<file path="src/rtl/adpcm_pkg.sv">
// shared types, tables and helpers for the 8-bit sample adpcm codec
package adpcm_pkg;

  localparam int unsigned StepLast = 48;
  localparam int unsigned StepW    = 9;
  localparam int unsigned IdxW     = 6;
  localparam int unsigned DeltaW   = 10;

  localparam logic MODE_ENCODE = 1'b0;
  localparam logic MODE_DECODE = 1'b1;

  localparam logic [StepW-1:0] STEP_TABLE [StepLast+1] = '{
    9'd1,   9'd1,   9'd1,   9'd1,   9'd2,   9'd2,   9'd2,   9'd3,   9'd3,   9'd4,
    9'd4,   9'd5,   9'd5,   9'd6,   9'd7,   9'd8,   9'd9,   9'd10,  9'd11,  9'd13,
    9'd14,  9'd16,  9'd18,  9'd20,  9'd22,  9'd25,  9'd28,  9'd31,  9'd35,  9'd39,
    9'd44,  9'd49,  9'd55,  9'd61,  9'd68,  9'd76,  9'd85,  9'd95,  9'd106, 9'd118,
    9'd132, 9'd147, 9'd164, 9'd183, 9'd204, 9'd228, 9'd254, 9'd283, 9'd315
  };

  typedef struct packed {
    logic       start_req;
    logic [7:0] data_in;
  } item_t;

  typedef struct packed {
    logic [3:0] code;
    logic [7:0] sample;
    logic       raw;
  } result_t;

  typedef struct packed {
    logic [7:0]      predictor;
    logic [IdxW-1:0] step_index;
  } codec_state_t;

  function automatic logic [StepW-1:0] step_size(input logic [IdxW-1:0] idx);
    logic [IdxW-1:0] i;
    i = (idx > IdxW'(StepLast)) ? IdxW'(StepLast) : idx;
    return STEP_TABLE[i];
  endfunction

  function automatic logic signed [4:0] index_adjust(input logic [2:0] mag);
    logic signed [4:0] adj;
    unique case (mag)
      3'd4:    adj = 5'sd2;
      3'd5:    adj = 5'sd4;
      3'd6:    adj = 5'sd6;
      3'd7:    adj = 5'sd8;
      default: adj = -5'sd1;
    endcase
    return adj;
  endfunction

endpackage

</file>
<file path="src/rtl/adpcm_if.sv">
// stream and configuration channel interfaces of the adpcm codec
interface adpcm_in_if;
  logic                 valid;
  logic                 ready;
  adpcm_pkg::item_t     payload;
  modport source (output valid, output payload, input ready);
  modport sink   (input valid, input payload, output ready);
endinterface

interface adpcm_out_if;
  logic                 valid;
  logic                 ready;
  adpcm_pkg::result_t   payload;
  modport source (output valid, output payload, input ready);
  modport sink   (input valid, input payload, output ready);
endinterface

interface adpcm_cfg_if;
  logic valid;
  logic ready;
  logic mode;
  modport source (output valid, output mode, input ready);
  modport sink   (input valid, input mode, output ready);
endinterface

</file>
<file path="src/rtl/adpcm_step.sv">
// one codec step: quantize or rebuild the difference, update predictor and step index
module adpcm_step (
  input  logic                    mode_i,
  input  adpcm_pkg::item_t        item_i,
  input  adpcm_pkg::codec_state_t state_i,
  output adpcm_pkg::result_t      result_o,
  output adpcm_pkg::codec_state_t state_o
);
  import adpcm_pkg::*;

  logic [StepW-1:0]  step;
  logic [StepW-1:0]  stp;
  logic [8:0]        mag;
  logic [3:0]        enc_code;
  logic [3:0]        code;
  logic [DeltaW-1:0] delta_e;
  logic [DeltaW-1:0] delta_d;
  logic [DeltaW-1:0] delta;
  logic signed [11:0] p_next;
  logic signed [7:0]  k_next;
  logic [7:0]         pred_clamped;
  logic [IdxW-1:0]    idx_clamped;

  assign step = step_size(state_i.step_index);

  // successive approximation over three magnitude bits
  always_comb begin
    enc_code    = '0;
    enc_code[3] = (item_i.data_in < state_i.predictor);
    mag = enc_code[3] ? (9'(state_i.predictor) - 9'(item_i.data_in))
                      : (9'(item_i.data_in) - 9'(state_i.predictor));
    stp     = step;
    delta_e = DeltaW'(step >> 3);
    for (int b = 2; b >= 0; b--) begin
      if (mag >= stp) begin
        enc_code[b] = 1'b1;
        mag         = mag - stp;
        delta_e     = delta_e + DeltaW'(stp);
      end
      stp = stp >> 1;
    end
  end

  always_comb begin
    delta_d = DeltaW'(step >> 3);
    if (item_i.data_in[2]) delta_d = delta_d + DeltaW'(step);
    if (item_i.data_in[1]) delta_d = delta_d + DeltaW'(step >> 1);
    if (item_i.data_in[0]) delta_d = delta_d + DeltaW'(step >> 2);
  end

  assign code  = (mode_i == MODE_DECODE) ? item_i.data_in[3:0] : enc_code;
  assign delta = (mode_i == MODE_DECODE) ? delta_d : delta_e;

  always_comb begin
    if (code[3]) p_next = $signed({4'b0, state_i.predictor}) - $signed({2'b0, delta});
    else         p_next = $signed({4'b0, state_i.predictor}) + $signed({2'b0, delta});
    if (p_next < 12'sd0)        pred_clamped = 8'd0;
    else if (p_next > 12'sd255) pred_clamped = 8'd255;
    else                        pred_clamped = p_next[7:0];

    k_next = $signed({2'b0, state_i.step_index}) + 8'(index_adjust(code[2:0]));
    if (k_next < 8'sd0)                      idx_clamped = '0;
    else if (k_next > 8'sd48)                idx_clamped = IdxW'(StepLast);
    else                                     idx_clamped = k_next[IdxW-1:0];
  end

  always_comb begin
    if (item_i.start_req) begin
      result_o.code         = 4'd0;
      result_o.sample       = item_i.data_in;
      result_o.raw          = 1'b1;
      state_o.predictor     = item_i.data_in;
      state_o.step_index    = '0;
    end else begin
      result_o.code         = code;
      result_o.sample       = pred_clamped;
      result_o.raw          = 1'b0;
      state_o.predictor     = pred_clamped;
      state_o.step_index    = idx_clamped;
    end
  end

endmodule

</file>
<file path="src/rtl/adpcm_8bit_sample_codec.sv">
// top level of the 4-bit adpcm codec for 8-bit unsigned samples
//
// channels: din_i takes items (start_req, data_in); dout_o gives results
// (code, sample, raw), one result per item; cfg_i writes the mode register
// (0 encode, 1 decode) and is always ready. write mode only while idle.
// an item with start_req set loads the predictor with data_in, clears the
// step index and comes out unchanged with raw set and code zero.
// path: an item in the input register is processed by the step logic and
// lands in the output register once that is free or being read, visible
// from then on. throughput: one item per cycle while dout_o is not stalled,
// set by the single predictor/step index update between the two registers.
// reset clears mode, predictor, step index and both valid flags.
// when the receiver stalls, the output register holds its result and the
// input register still takes one more item, then din_i.ready drops until
// the output is transferred.
module adpcm_8bit_sample_codec (
  input  logic  clk_i,
  input  logic  rst_ni,
  adpcm_in_if.sink    din_i,
  adpcm_out_if.source dout_o,
  adpcm_cfg_if.sink   cfg_i
);
  import adpcm_pkg::*;

  logic         mode_q;
  logic         in_valid_q;
  item_t        in_q;
  logic         out_valid_q;
  result_t      out_q;
  codec_state_t state_q;
  codec_state_t state_d;
  result_t      result_d;
  logic         advance;

  assign advance     = in_valid_q && (!out_valid_q || dout_o.ready);
  assign din_i.ready = !in_valid_q || advance;
  assign cfg_i.ready = 1'b1;

  assign dout_o.valid   = out_valid_q;
  assign dout_o.payload = out_q;

  adpcm_step u_step (
    .mode_i   (mode_q),
    .item_i   (in_q),
    .state_i  (state_q),
    .result_o (result_d),
    .state_o  (state_d)
  );

  always_ff @(posedge clk_i or negedge rst_ni) begin
    if (!rst_ni) begin
      mode_q      <= MODE_ENCODE;
      in_valid_q  <= 1'b0;
      out_valid_q <= 1'b0;
      state_q     <= '0;
    end else begin
      if (cfg_i.valid) mode_q <= cfg_i.mode;
      if (din_i.ready) in_valid_q <= din_i.valid;
      if (advance) begin
        out_valid_q <= 1'b1;
        state_q     <= state_d;
      end else if (dout_o.ready) begin
        out_valid_q <= 1'b0;
      end
    end
  end

  always_ff @(posedge clk_i) begin
    if (din_i.valid && din_i.ready) in_q <= din_i.payload;
    if (advance) out_q <= result_d;
  end

  a_raw_code_zero: assert property (@(posedge clk_i) disable iff (!rst_ni)
    out_valid_q && out_q.raw |-> out_q.code == 4'd0)
    else $error("raw result with nonzero code");

  a_index_bound: assert property (@(posedge clk_i) disable iff (!rst_ni)
    state_q.step_index <= IdxW'(StepLast))
    else $error("step index out of range");

  a_hold_input: assert property (@(posedge clk_i) disable iff (!rst_ni)
    in_valid_q && !advance |=> in_valid_q)
    else $error("stalled item lost from input register");

  a_start_load: assert property (@(posedge clk_i) disable iff (!rst_ni)
    advance && in_q.start_req |=>
      state_q.step_index == '0 && state_q.predictor == $past(in_q.data_in))
    else $error("start did not load the predictor");

endmodule
</file>
<file path="src/flat_wrapper.sv">
// flat-port wrapper written by rule: the top's interface ports become plain ports
module adpcm_8bit_sample_codec_flat import adpcm_pkg::*;
  (clk_i, rst_ni, din_i_valid, din_i_payload, din_i_ready, dout_o_valid, dout_o_payload, dout_o_ready, cfg_i_valid, cfg_i_mode, cfg_i_ready);
  adpcm_in_if din_i_i ();
  adpcm_out_if dout_o_i ();
  adpcm_cfg_if cfg_i_i ();
  input  logic clk_i;
  input  logic rst_ni;
  input wire logic [$bits(din_i_i.valid)-1:0] din_i_valid;
  input wire logic [$bits(din_i_i.payload)-1:0] din_i_payload;
  output wire logic [$bits(din_i_i.ready)-1:0] din_i_ready;
  output wire logic [$bits(dout_o_i.valid)-1:0] dout_o_valid;
  output wire logic [$bits(dout_o_i.payload)-1:0] dout_o_payload;
  input wire logic [$bits(dout_o_i.ready)-1:0] dout_o_ready;
  input wire logic [$bits(cfg_i_i.valid)-1:0] cfg_i_valid;
  input wire logic [$bits(cfg_i_i.mode)-1:0] cfg_i_mode;
  output wire logic [$bits(cfg_i_i.ready)-1:0] cfg_i_ready;
  assign din_i_i.valid = din_i_valid;
  assign din_i_i.payload = din_i_payload;
  assign din_i_ready = din_i_i.ready;
  assign dout_o_valid = dout_o_i.valid;
  assign dout_o_payload = dout_o_i.payload;
  assign dout_o_i.ready = dout_o_ready;
  assign cfg_i_i.valid = cfg_i_valid;
  assign cfg_i_i.mode = cfg_i_mode;
  assign cfg_i_ready = cfg_i_i.ready;
  adpcm_8bit_sample_codec u_core (.clk_i(clk_i), .rst_ni(rst_ni), .din_i(din_i_i), .dout_o(dout_o_i), .cfg_i(cfg_i_i));
endmodule
</file>
<file path="config.mk">
export PLATFORM = sky130hd
export DESIGN_NAME = adpcm_8bit_sample_codec_flat
export DESIGN_NICKNAME = d
export VERILOG_FILES = /design/src/rtl/adpcm_pkg.sv /design/src/rtl/adpcm_if.sv /design/src/rtl/adpcm_step.sv /design/src/rtl/adpcm_8bit_sample_codec.sv /design/src/flat_wrapper.sv
export SDC_FILE = /design/constraint.sdc
export NUM_CORES = 1
export LEC_CHECK = 0
export BUFFER_PORTS_ARGS = -buffer_cell sky130_fd_sc_hd__buf_2
export CAP_MARGIN = 40
export CORE_MARGIN = 3
export CORE_UTILIZATION = 65
export DETAILED_ROUTE_END_ITERATION = 10
export PLACE_DENSITY = 0.83
export SLEW_MARGIN = 15
export SYNTH_ARGS = -nofsm -noshare
export SYNTH_HDL_FRONTEND = slang
export SYNTH_SLANG_ARGS = --single-unit
</file>
<file path="constraint.sdc">
create_clock -name clk_i -period 35.6 [get_ports clk_i]
set_input_delay 5.34 -clock clk_i [delete_from_list [all_inputs] [get_ports clk_i]]
set_output_delay 5.34 -clock clk_i [all_outputs]
set_load 0.02 [all_outputs]
</file>
==> qor.yml <==
status: "finished clean"
core-area_sq_um: 11100
synth_cell_types: 83
syn_area_sq_um: 7500
worstSetupStartpointType: "flip-flop"
fillCellCount: 882
worst-path-stages: 57
finalHoldViolations: 0
path_max_fanout: 30
hpwl_um: 15500
ant_nets: 0
rsz0062_at_grt: "no"
clk_path_buf_depth: 2
track_usage: 0.311
cp.required_ns: 35.60
path_common_cell: "nor2_1"
ys_seq_elements: 39
rr_endpoint: "u_core.dout_o.payload[1]"
skew_ns: 0.00290
setup_tns_ns: 0
fmax_ghz: 0.0779
postSynthNetCount: 1114
synth_area_per_cell_sq_um: 7.67
hp-class: "reg -> reg"
r2r_setup_slack_ns: 22.75
worst_slack_ns: 22.75
path_delay_family: "compound AO/OA/AOI/OAI gates"
insertion_delay_ns: 0.29
yosys-top-cells-count: "ha_1, a21oi_1, nand2_1, nor2_1, inv_1"
cts-root-buf: "clkbuf_16"
reg2reg_from: "u_core.in_q[0]"
synth_top_cell_area_share: 0.183
syn_inst: 978
end_kind: "flip-flop"
die-width_um: 113
diodes: 0
dr.pass1.iters: 7
drcViolationCount: 0
drtIter0Drc: 722
ctsResizeCount: 0
drv_slew: 0
cts_max_level: 2
worst_pin_slew_ns: 0.934
dr_total_vias: 7152
grt_start_max_net_pins: 31
maxCapViolCount: 0
wirelength_um: 19800
viasPerCell: 6.35
slew_headroom: 0.369
place_ws_ns: 23.08
worstHoldStart: "u_core.in_valid_q"
nNetsFinal: 1122
post-route-min-period_ns: 12.85
die_h_um: 113
synth_edf_count: 22
multi_input_area_sq_um: 5930
setup_violations: 0
gp_congestion: 0.977
rows: 38
synth_most_common_cell: "ha_1"
cp_slowest_stage_delay_ns: 0.70
cp.buffers_inverters: 6
seq_area_sq_um: 1090
antenna_found_initial: 0
hold_buffers: 0
holdWs_ns: 0.532
cp_slowest_cell: "a21o_1"
cts_setup_buffers: 0
synthTopCellsByArea: "ha_1, edfxtp_1, a21oi_1, xnor2_1, dfrtp_1"
detail_route.wl_per_cell_um: 17.6
dieArea_sq_um: 12900
ys.warnings.count: 0
r2r_cells: 57
async_flop_share: 0.436
synthFlopType: "edfxtp_1"
grt_pass1_vias: 6871
yosysSeqAreaShare: 0.145
crit_type: "reg -> reg"
cts.sinks: 39
drive_gt1_frac: 0.0841
yosysTopAreaCell: "ha_1"
cts_tree: "yes"
finalCritPeriodShare: 0.361
cp.arrival_ns: 12.85
grt_overflow: 0
port-buffer-count: 29
cts_made_buffers: 5
initial_core_util: 0.677
min_to: "u_core.dout_o.valid"
hold_depth: 1
clk_pin_slew_ns: 0.06
grt_first_pass_wirelength_um: 33100
areaGrowthSynthToFinish_pct: 4.88
ios: 31
[how the worst max path moves through the flow]
stage	from	to	slack [ns]
4_1_cts	u_core.in_q[0]	u_core.dout_o.payload[1]	22.98
3_5_place_dp	u_core.in_q[0]	u_core.dout_o.payload[1]	23.08
5_1_grt	u_core.in_q[0]	u_core.dout_o.payload[1]	21.75
6_report	u_core.in_q[0]	u_core.dout_o.payload[1]	22.75
2_1_floorplan	u_core.state_q[5]	u_core.dout_o.payload[2]	23.76
3_3_place_gp	u_core.in_q[0]	u_core.dout_o.payload[6]	23.27
[registers in the layout (all words and copies together), names as in the netlist]
register / count
u_core.mode_q: 1
u_core.dout_o.payload: 13
u_core.state_q: 14
u_core.in_valid_q: 1
u_core.dout_o.valid: 1
u_core.in_q: 9
[routing by layer]
| metal | share of wire | track usage | up-vias |
|---|---|---|---|
| met1 | 0.45 | 0.430 | 3276 |
| met2 | 0.45 | 0.505 | 332 |
| met3 | 0.076 | 0.0371 | 52 |
| met5 | 0 | 0 | - |
| met4 | 0.027 | 0.107 | 0 |
| li1 | - | - | 3492 |
[cell families after synthesis]
logic type / share of synthesized area
AO/OA/AOI/OAI: 0.280
XOR/XNOR: 0.0782
adder cells (fa/ha/maj): 0.213
buffers and inverters: 0.0652
flip-flops: 0.145
multiplexers: 0.0283
other: 0.000500
AND/OR/NAND/NOR: 0.190
[through the flow]
step                      utilization  instance area [sq um]  std cells
after floorplan                     -                   7500        978
after global placement          0.695                   7700       1118
after detailed placement        0.696                   7710       1119
after CTS                       0.711                   7870       1127
after global routing            0.711                   7870       1127
final                           0.711                   7870       1127
[final cells by class]
cell class / instances / share of cell area
multi-input cells: 818 / 0.753
flip-flops and latches: 39 / 0.138
inverters: 87 / 0.0415
repair buffers: 35 / 0.0242
well taps: 140 / 0.0223
clock buffers: 5 / 0.0159
clock inverters: 3 / 0.00493
[cell usage in the layout, fill, tap and decap left out, drive strengths merged, types with 7 or more instances in the layout]
master and n:
fa 11, buf 35, inv 85, a21oi 99, o21bai 11, o211ai 8
mux2 10, and3 10, a21o 31, o21a 10, and2 8, nor2 85
nand2 93, mux2i 10, a32oi 7, a31oi 13, xnor2 50, ha 110
nand3 17, nor3 13, xor2 14, a211oi 7, o21ai 76, dfrtp 17
edfxtp 22, nor2b 20, nand2b 23
Power is not shown: default switching activity piles up to over one toggle a cycle in this logic, so the estimate is an artifact.
